**src/hdl/pfm_pkg.sv**
```systemverilog
// ----------------------------------------------------------------------------
// Pulse frequency meter package
// Widths and the measurement record shared by the front end, queue and divider.
// ----------------------------------------------------------------------------
package pfm_pkg;

	localparam int TIMER_BITS = 16;
	localparam int CLK_W      = 27;
	localparam int TICK_W     = 16;
	localparam int STEP_W     = $clog2(CLK_W);
	localparam logic [CLK_W-1:0] CLOCK_RESET = CLK_W'(1000000);

	typedef struct packed {
		logic [TIMER_BITS-1:0] divisor;
		logic [TIMER_BITS-1:0] high;
		logic [TIMER_BITS-1:0] period;
	} job_t;

	typedef struct packed {
		logic push;
		logic full;
	} qctl_t;

endpackage

```
**src/hdl/pfm_front.sv**
```systemverilog
// ----------------------------------------------------------------------------
// Pulse frequency meter front end
// Runs the tick counter, detects the watched edge and captures the counter.
// ----------------------------------------------------------------------------
module pfm_front import pfm_pkg::*; (
	input  logic       clk,
	input  logic       arst_n,
	input  logic       in_valid,
	output logic       in_stall,
	input  logic       signal_level,
	input  logic       q_full,
	output qctl_t      q_ctl,
	output job_t       q_job
);

	logic                  prev_q;
	logic [TIMER_BITS-1:0] tick_q;
	logic [1:0]            edges_q;
	logic                  watch_q;
	logic [TIMER_BITS-1:0] high_q;
	logic [TIMER_BITS-1:0] period_q;

	logic                  accept;
	logic                  hit;
	logic                  tick_clear;
	logic [TIMER_BITS-1:0] tick_next;

	assign in_stall   = q_full;
	assign accept     = in_valid && !q_full;
	assign tick_next  = tick_q + TIMER_BITS'(1);
	assign hit        = watch_q ? (prev_q && !signal_level) : (!prev_q && signal_level);
	assign tick_clear = hit && ((edges_q == 2'd0) || (edges_q == 2'd3));

	assign q_ctl.push    = accept && hit && (edges_q == 2'd3);
	assign q_ctl.full    = q_full;
	assign q_job.divisor = tick_next - high_q;
	assign q_job.high    = high_q;
	assign q_job.period  = period_q;

	always_ff @(posedge clk or negedge arst_n) begin
		if (!arst_n) begin
			prev_q   <= 1'b0;
			tick_q   <= '0;
			edges_q  <= 2'd0;
			watch_q  <= 1'b0;
			high_q   <= '0;
			period_q <= '0;
		end else if (accept) begin
			prev_q <= signal_level;
			tick_q <= tick_clear ? '0 : tick_next;
			if (hit) begin
				unique case (edges_q)
					2'd0: begin
						watch_q <= 1'b1;
						edges_q <= 2'd1;
					end
					2'd1: begin
						high_q  <= tick_next;
						watch_q <= 1'b0;
						edges_q <= 2'd2;
					end
					2'd2: begin
						period_q <= tick_next;
						watch_q  <= 1'b1;
						edges_q  <= 2'd3;
					end
					default: begin
						watch_q <= 1'b0;
						edges_q <= 2'd0;
					end
				endcase
			end
		end
	end

endmodule

```
**src/hdl/pfm_queue.sv**
```systemverilog
// ----------------------------------------------------------------------------
// Pulse frequency meter job queue
// Two-entry queue of finished captures waiting for the divider.
// ----------------------------------------------------------------------------
module pfm_queue import pfm_pkg::*; (
	input  logic  clk,
	input  logic  arst_n,
	input  qctl_t ctl,
	input  job_t  wr_job,
	input  logic  pop,
	output logic  full,
	output logic  empty,
	output job_t  rd_job
);

	job_t       mem [2];
	logic       wr_ptr_q;
	logic       rd_ptr_q;
	logic [1:0] count_q;
	logic       do_push;
	logic       do_pop;

	assign full    = (count_q == 2'd2);
	assign empty   = (count_q == 2'd0);
	assign do_push = ctl.push && !ctl.full;
	assign do_pop  = pop && !empty;
	assign rd_job  = mem[rd_ptr_q];

	always_ff @(posedge clk) begin
		if (do_push) begin
			mem[wr_ptr_q] <= wr_job;
		end
	end

	always_ff @(posedge clk or negedge arst_n) begin
		if (!arst_n) begin
			wr_ptr_q <= 1'b0;
			rd_ptr_q <= 1'b0;
			count_q  <= 2'd0;
		end else begin
			if (do_push) begin
				wr_ptr_q <= !wr_ptr_q;
			end
			if (do_pop) begin
				rd_ptr_q <= !rd_ptr_q;
			end
			count_q <= count_q + 2'(do_push) - 2'(do_pop);
		end
	end

endmodule

```
**src/hdl/pfm_back.sv**
```systemverilog
// ----------------------------------------------------------------------------
// Pulse frequency meter divider back end
// Restoring divider, one quotient bit per cycle, with a registered output.
// ----------------------------------------------------------------------------
module pfm_back import pfm_pkg::*; (
	input  logic              clk,
	input  logic              arst_n,
	input  logic [CLK_W-1:0]  clock_hz,
	input  logic              q_empty,
	input  job_t              q_job,
	output logic              q_pop,
	output logic              out_valid,
	input  logic              out_stall,
	output logic [CLK_W-1:0]  frequency_hz,
	output logic [TICK_W-1:0] high_ticks,
	output logic [TICK_W-1:0] period_ticks,
	output logic              divide_error
);

	typedef enum logic [1:0] {ST_IDLE, ST_DIV, ST_DONE} state_t;

	state_t                state_q;
	logic [CLK_W-1:0]      quot_q;
	logic [TIMER_BITS-1:0] rem_q;
	logic [TIMER_BITS-1:0] div_q;
	logic [TIMER_BITS-1:0] high_q;
	logic [TIMER_BITS-1:0] period_q;
	logic                  zero_q;
	logic [STEP_W-1:0]     step_q;
	logic                  out_valid_q;

	logic [TIMER_BITS:0]   trial;
	logic [TIMER_BITS:0]   diff;
	logic                  qbit;
	logic                  out_free;

	assign trial    = {rem_q, quot_q[CLK_W-1]};
	assign diff     = trial - {1'b0, div_q};
	assign qbit     = !diff[TIMER_BITS];
	assign out_free = !out_valid_q || !out_stall;
	assign q_pop    = (state_q == ST_IDLE) && !q_empty;
	assign out_valid = out_valid_q;

	always_ff @(posedge clk or negedge arst_n) begin
		if (!arst_n) begin
			state_q      <= ST_IDLE;
			out_valid_q  <= 1'b0;
			step_q       <= '0;
			quot_q       <= '0;
			rem_q        <= '0;
			div_q        <= '0;
			high_q       <= '0;
			period_q     <= '0;
			zero_q       <= 1'b0;
			frequency_hz <= '0;
			high_ticks   <= '0;
			period_ticks <= '0;
			divide_error <= 1'b0;
		end else begin
			if (out_valid_q && !out_stall && (state_q != ST_DONE)) begin
				out_valid_q <= 1'b0;
			end
			unique case (state_q)
				ST_IDLE: begin
					if (!q_empty) begin
						quot_q   <= clock_hz;
						rem_q    <= '0;
						div_q    <= q_job.divisor;
						high_q   <= q_job.high;
						period_q <= q_job.period;
						zero_q   <= (q_job.divisor == '0);
						step_q   <= STEP_W'(CLK_W - 1);
						state_q  <= (q_job.divisor == '0) ? ST_DONE : ST_DIV;
					end
				end
				ST_DIV: begin
					quot_q <= {quot_q[CLK_W-2:0], qbit};
					rem_q  <= qbit ? diff[TIMER_BITS-1:0] : trial[TIMER_BITS-1:0];
					step_q <= step_q - STEP_W'(1);
					if (step_q == '0) begin
						state_q <= ST_DONE;
					end
				end
				ST_DONE: begin
					if (out_free) begin
						frequency_hz <= zero_q ? '0 : quot_q;
						high_ticks   <= TICK_W'(high_q);
						period_ticks <= TICK_W'(period_q);
						divide_error <= zero_q;
						out_valid_q  <= 1'b1;
						state_q      <= ST_IDLE;
					end
				end
				default: state_q <= ST_IDLE;
			endcase
		end
	end

endmodule

```
**src/hdl/pulse_frequency_meter_unit.sv**
```systemverilog
// ----------------------------------------------------------------------------
// Pulse frequency meter
// Input capture of high time and period, frequency by iterative division.
// ----------------------------------------------------------------------------
// Input channel: one item per timer tick carrying signal_level, handshake
// in_valid / in_stall. The tick counter and edge capture take one item per
// cycle while in_stall is low. After rising, falling, rising and falling
// edges a measurement is queued (two entries) for the divider.
// The divider produces one quotient bit per cycle. A capture passes the queue,
// the idle, divide and done states and the output register; a zero divisor
// skips divide. in_stall rises only while both queue entries are taken.
// Output channel: out_valid / out_stall with frequency_hz, high_ticks,
// period_ticks and divide_error; a stalled result holds while the divider
// finishes the next job behind it.
// Write clock_hz_q via cfg_write / cfg_data only while idle (not enforced).
// Reset: counter, captures and queue clear, clock rate returns to 1 MHz,
// the block first watches for a rising edge.
// ----------------------------------------------------------------------------
module pulse_frequency_meter_unit import pfm_pkg::*; (
	input  logic              clk,
	input  logic              arst_n,
	input  logic              cfg_write,
	input  logic [CLK_W-1:0]  cfg_data,
	input  logic              in_valid,
	output logic              in_stall,
	input  logic              signal_level,
	output logic              out_valid,
	input  logic              out_stall,
	output logic [CLK_W-1:0]  frequency_hz,
	output logic [TICK_W-1:0] high_ticks,
	output logic [TICK_W-1:0] period_ticks,
	output logic              divide_error
);

	logic [CLK_W-1:0] clock_hz_q;
	qctl_t            q_ctl;
	job_t             push_job;
	job_t             pop_job;
	logic             q_full;
	logic             q_empty;
	logic             q_pop;

	always_ff @(posedge clk or negedge arst_n) begin
		if (!arst_n) begin
			clock_hz_q <= CLOCK_RESET;
		end else if (cfg_write) begin
			clock_hz_q <= cfg_data;
		end
	end

	pfm_front u_front (
		.clk          (clk),
		.arst_n       (arst_n),
		.in_valid     (in_valid),
		.in_stall     (in_stall),
		.signal_level (signal_level),
		.q_full       (q_full),
		.q_ctl        (q_ctl),
		.q_job        (push_job)
	);

	pfm_queue u_queue (
		.clk    (clk),
		.arst_n (arst_n),
		.ctl    (q_ctl),
		.wr_job (push_job),
		.pop    (q_pop),
		.full   (q_full),
		.empty  (q_empty),
		.rd_job (pop_job)
	);

	pfm_back u_back (
		.clk          (clk),
		.arst_n       (arst_n),
		.clock_hz     (clock_hz_q),
		.q_empty      (q_empty),
		.q_job        (pop_job),
		.q_pop        (q_pop),
		.out_valid    (out_valid),
		.out_stall    (out_stall),
		.frequency_hz (frequency_hz),
		.high_ticks   (high_ticks),
		.period_ticks (period_ticks),
		.divide_error (divide_error)
	);

endmodule
```
**config.mk**
```make
export PLATFORM = sky130hd
export DESIGN_NAME = pulse_frequency_meter_unit
export DESIGN_NICKNAME = d
export VERILOG_FILES = /design/src/hdl/pfm_pkg.sv /design/src/hdl/pfm_front.sv /design/src/hdl/pfm_queue.sv /design/src/hdl/pfm_back.sv /design/src/hdl/pulse_frequency_meter_unit.sv
export SDC_FILE = /design/constraint.sdc
export NUM_CORES = 1
export LEC_CHECK = 0
export BUFFER_PORTS_ARGS = -buffer_cell sky130_fd_sc_hd__buf_2
export CAP_MARGIN = 0
export CORE_MARGIN = 10
export CORE_UTILIZATION = 40
export CTS_BUF_LIST = sky130_fd_sc_hd__clkbuf_2 sky130_fd_sc_hd__clkbuf_4 sky130_fd_sc_hd__clkbuf_8
export DETAILED_ROUTE_END_ITERATION = 8
export PLACE_DENSITY_LB_ADDON = 0.3
export SYNTH_ARGS = -nofsm -noshare
export SYNTH_HDL_FRONTEND = slang
export SYNTH_SLANG_ARGS = --single-unit
```
**constraint.sdc**
```tcl
create_clock -name clk -period 4.32 [get_ports clk]
set_input_delay 0.648 -clock clk [delete_from_list [all_inputs] [get_ports clk]]
set_output_delay 0.648 -clock clk [all_outputs]
set_load 0.02 [all_outputs]
```
# Word-level counts from Yosys, hierarchy flattened
# Memory sizes are Yosys's and may differ from the RTL's.
# Index checks and enable logic that the tools add are counted.
[totals]
mem_bits_rw = 96
n_memories = 1
reg_bits = 243
wordCells = 99
[classes]
add_sub_neg = 6
n_reduce_logical = 36
n_eq_ne = 10
n_bitwise = 1
n_mux = 22
[memory_table]
columns = ["memory", "words", "width", "rd", "rd_clocked_by_memory_dff", "write_ports", "line_no", "text"]
rows = [
  ["u_queue.mem", 2, 48, 1, 0, 1, "pfm_queue.sv:16", "job_t mem [2];"],
]
[op_table]
columns = ["operator", "count"]
rows = [
  ["27-bit two-way mux", 2],
  ["27-bit one-hot mux with 2 select lines", 1],
  ["16-bit two-way mux", 3],
  ["16-bit one-hot mux with 2 select lines", 1],
  ["17-bit by 16-bit subtractor with 17-bit output", 1],
  ["16-bit by 1-bit adder with 16-bit output, second input constant", 1],
  ["16-bit zero test", 1],
  ["16-bit subtractor", 1],
  ["2-bit one-hot mux with 3 select lines", 2],
  ["1-bit logical AND", 11],
  ["5-bit one-hot mux with 2 select lines", 1],
  ["1-bit zero test", 9],
  ["3-bit AND reduction", 3],
  ["2-bit equality test, second input constant", 4],
  ["2-bit two-way mux", 4],
  ["2-bit AND reduction", 4],
  ["1-bit two-way mux", 7],
  ["2-bit zero test", 3],
  ["5-bit zero test", 1],
  ["5-bit two-way mux", 1],
  ["5-bit by 1-bit subtractor with 5-bit output, second input constant", 1],
  ["2-bit by 1-bit equality test with 1-bit output, second input constant", 2],
  ["2-bit by 1-bit != test with 1-bit output, second input constant", 2],
  ["2-bit != test, second input constant", 2],
  ["other kinds (6)", 7],
]

# Longest topological paths before layout
[depth]
depth_word = 8
mapped_depth = 14
depth_no_buf = 14

# Cells and area by module
# Synthesis repeated with hierarchy kept, for this count alone.
[hier_totals]
hier_cells = 1404
area_unflattened_um2 = 15797.7
[by_module_without_submodules]
columns = ["mod", "cells_per_inst", "seq_area_each_um2", "n_inst", "area_per_inst_um2"]
rows = [
  ["pfm_back", 844, 4003.8, 1, 8015.2],
  ["pfm_queue", 167, 2982.9, 1, 3708.6],
  ["pfm_front", 336, 1276.2, 1, 2959.1],
  ["pulse_frequency_meter_unit", 57, 684.4, 1, 1114.8],
]

# Worst setup path before layout
# No wires, ideal clock.
[synth_timing]
kind = "input -> register"
start = "in signal_level"
end = "mem u_queue.mem[0][0] in the netlist's numbering, enable pin"
t_arrival_ps = 3337
path_slack_ps = 529
setup_ps = 454
path_stages = 5
cell_sequence = "nor3b_1 -> a21oi_1 -> nor2_1 -> nand2_1 -> nor2_1"
[synth_via]
elab_chain_cells = 8
word_cells_on_any_way = 9
[synth_lines]
columns = ["element", "line_no", "text"]
rows = [
  ["start: declaration", "pulse_frequency_meter_unit.sv:26", "input logic signal_level,"],
  ["1-bit zero test", "pfm_front.sv:31", "assign hit = watch_q ? (prev_q && !signal_level) : (!prev_q && signal_level);"],
  ["1-bit logical AND", "pfm_front.sv:31", ""],
  ["1-bit two-way mux *", "pfm_front.sv:31", ""],
  ["1-bit logical AND * (2 in series)", "pfm_front.sv:34", "assign q_ctl.push = accept && hit && (edges_q == 2'd3);"],
  ["1-bit logical AND *", "pfm_queue.sv:25", "assign do_push = ctl.push && !ctl.full;"],
  ["1-bit two-way mux *", "pfm_queue.sv:30", "if (do_push) begin"],
  ["1-bit two-way mux (not written as such) *", "pfm_queue.sv:31", "mem[wr_ptr_q] <= wr_job;"],
  ["end: declaration", "pfm_queue.sv:16", ""],
]
# Mark *: on every way between the ends. The rest lies on a longest branch, timed or not.

==> metrics <==
CP Class flip-flop to flip-flop; class of the worst hold path primary input to async pin; Yosys cell types 64; first-pass GRT wire length 49890 um; vias in the first global route 9569; total negative slack 0 ps; asr flop ratio synth 71.60%; largest net degree at the start of global routing 116; P&R area growth vs syn 14.62%; maxcap violations 0; GRT overflow 0; initial detailed-routing violation count 506; # hold bufs at CTS 0; synthesized instance count 1263; WL/cell 16.02 um; Final HPWL DP 20500 um; Syn Nets 1338; Vias 9470; area leader, netlist dfrtp_1; # diodes 0; Post-DP Area 0.01570 sq mm; Layout Cell Area excl Fill 0.01691 sq mm; status complete, no violations; synthesized area 0.01476 sq mm; DR vias/cell 5.035; critical path endpoint category flip-flop; Worst-Margin Slew 1264 ps; Die Ht 212.1 um; slowest stage delay, CP 820 ps; period utilization 80.34%; Power per Cell Area 716.8 mW/mm^2; Reg clk slew, reported paths 60 ps; required time of the critical path 4630 ps; maximum vdd drop 0.0002559 V; CTS sink cnt 338; ys flop type dfrtp_1; worst-case clock buffer depth 3; placer congestion estimate 0.8718; highest-count cells in the layout ignoring fill and taps dfrtp_1 (234), nand2_1 (190), o21ai_0 (146); minimum clock period 3471 ps; P_leak 7.745 nW; # rows 70; Post-synth EDFFs 96; Slowest-stage cell, CP o41ai_1; Tot GR Track Use 13.52%; layout cells sized above 1 20.67%; core area 0.03652 sq mm; Initial DRT Pass Iterations 7; CTS tree built; most common cell after layout, fill and taps aside dfrtp_1; post-cts resize count 0; fin. max-slew vios 0; worst setup margin 849.3 ps; crit path cell chain ha_1 -> nand3_1 -> nor2_1 -> and2_1 -> xnor2_1 -> inv_1 -> ha_1 -> inv_1 -> o41ai_1 -> a221oi_1 -> xnor2_1; Final ANT Viol Nets 0; CP startpoint kind flip-flop; nets@finish 1442; CP max FO 8; sequential fraction of the synthesis area 60.64%; Reg2Reg Setup Slack 850 ps; port buffer count 94; Num CTS Buffers 55; Data arrival, critical path 3780 ps; post-synth top area share 39.85%; Slew HR 15.38%; I/O pin count 95; Synth Warn # 0; Die Wd 212.1 um; Peak Freq 288.1 MHz; total power 12.12 mW; clk_lat worst skew 600 ps; Setup WS pre-CTS 888.0 ps; CTS HTree Levels 2; Initial Util 40.40%; Syn Area/Cell 11.68 sq um; clk_skew 36.51 ps; initial antenna violation count 0; clock root cell clkbuf_8; RSZ-0062 raised after global routing no; DRC Markers 0; post-synthesis register bit count 338; full die area 0.04497 sq mm; final-report hold violation count 0; Synth area leaders dfrtp_1 (40%), edfxtp_1 (20%), o21ai_0 (5.0%); setup violators final 0; number of setup buffers added after CTS 0; wirelength, routed 30130 um
per-stage QoR:
| stage | utilization, % | hold WS, ps | std cells |
|---|---|---|---|
| after floorplan | - | 352.4 | 1263 |
| after global placement | 42.98 | 452.6 | 1778 |
| after detailed placement | 42.98 | 457.4 | 1778 |
| after CTS | 46.31 | 146.6 | 1881 |
| after global routing | 46.31 | 173.5 | 1881 |
| final | 46.31 | 137.5 | 1881 |
registers in the layout, summed over array words and instances, names as in the netlist, 5 cells and up:
| signal | cells |
|---|---|
| u_queue.mem | 96 |
| clock_hz_q | 27 |
| u_back.frequency_hz | 27 |
| u_back.quot_q | 27 |
| u_back.div_q | 16 |
| u_back.high_q | 16 |
| u_back.high_ticks | 16 |
| u_back.period_q | 16 |
| u_back.period_ticks | 16 |
| u_back.rem_q | 16 |
| u_front.high_q | 16 |
| u_front.period_q | 16 |
| u_front.tick_q | 16 |
| u_back.step_q | 5 |
logic make-up after synthesis:
| kind of cell | synth area share (%) |
|---|---|
| XOR/XNOR | 2.739 |
| AND/OR/NAND/NOR | 10.12 |
| flip-flops | 60.64 |
| multiplexers | 8.870 |
| AO/OA/AOI/OAI | 10.49 |
| adder cells (fa/ha/maj) | 3.663 |
| buffers and inverters | 3.485 |
area by class of cell:
class,instances,area (sq um)
clock buffers,93,1111
well taps,468,585.6
clock inverters,10,103.9
flip-flops and latches,338,8949
repair buffers,106,608.1
fillers,3300,19610
multi-input cells,803,5319
inverters,63,236.5
worst paths after layout:
kind | from | end | cells after the start
worst max-delay path | u_front.tick_q[0] | u_queue.mem[1][47] | 11
worst min-delay path | arst_n | u_back.period_ticks[6] | 1
worst max register to register | u_front.tick_q[0] | u_queue.mem[1][47] | 11
worst min register to register | u_front.period_q[14] | u_queue.mem[0][14] | 0
max in group asynchronous | arst_n | clock_hz_q[14] | 2
min in group clk | cfg_data[3] | clock_hz_q[3] | 2
power by group:
part / switching (mW) / leakage, nW / total (mW) / internal, mW
combinational: 2.45 / 3.23 / 4.28 / 1.84
sequential: 0.648 / 3.86 / 4.88 / 4.23
clock: 1.22 / 0.650 / 2.96 / 1.73
total: 4.32 / 7.74 / 12.1 / 7.80
metal layers:
metal / wire, um / vias up / GRT usage, %
met1: 13620 / 4627 / 17.38
met4: 704 / 0 / 4.513
met3: 1023 / 51 / 2.400
met5: 0 / - / 0
met2: 14790 / 138 / 22.61
li1: - / 4654 / -
cell usage after synthesis (3+ instances only):
| master | n |
|---|---|
| edfxtp_1 | 96 |
| a221oi_1 | 4 |
| nand2_1 | 190 |
| a22oi_1 | 27 |
| o211ai_1 | 3 |
| o21a_1 | 8 |
| buf_1 | 5 |
| clkbuf_1 | 43 |
| ha_1 | 40 |
| nand2b_1 | 31 |
| and3_1 | 8 |
| o31ai_1 | 3 |
| buf_4 | 3 |
| xnor2_1 | 32 |
| a21oi_1 | 29 |
| a21o_1 | 7 |
| a31oi_1 | 4 |
| nor2b_1 | 8 |
| mux2_2 | 62 |
| inv_1 | 62 |
| dfstp_2 | 7 |
| xor2_1 | 11 |
| mux2i_1 | 61 |
| o21ai_1 | 4 |
| dfrtp_1 | 235 |
| nor2_1 | 42 |
| nor3_1 | 7 |
| a2111o_1 | 3 |
| o21ai_0 | 147 |
| nor4_1 | 9 |
| nand4_1 | 6 |
| nand3_1 | 22 |
| buf_2 | 4 |
critical path, delay by kind of cell (launching register included):
kind                       cells  cell delay, ps
DFF                            1             460
buffers and inverters          2             190
xor gates and xnor gates       2             370
and+or+nand+nor                3             600
AOI/OAI and AO/OA              2            1030
adders and majority gates      2             560
Note: power is estimated with default switching activity, not from simulation.
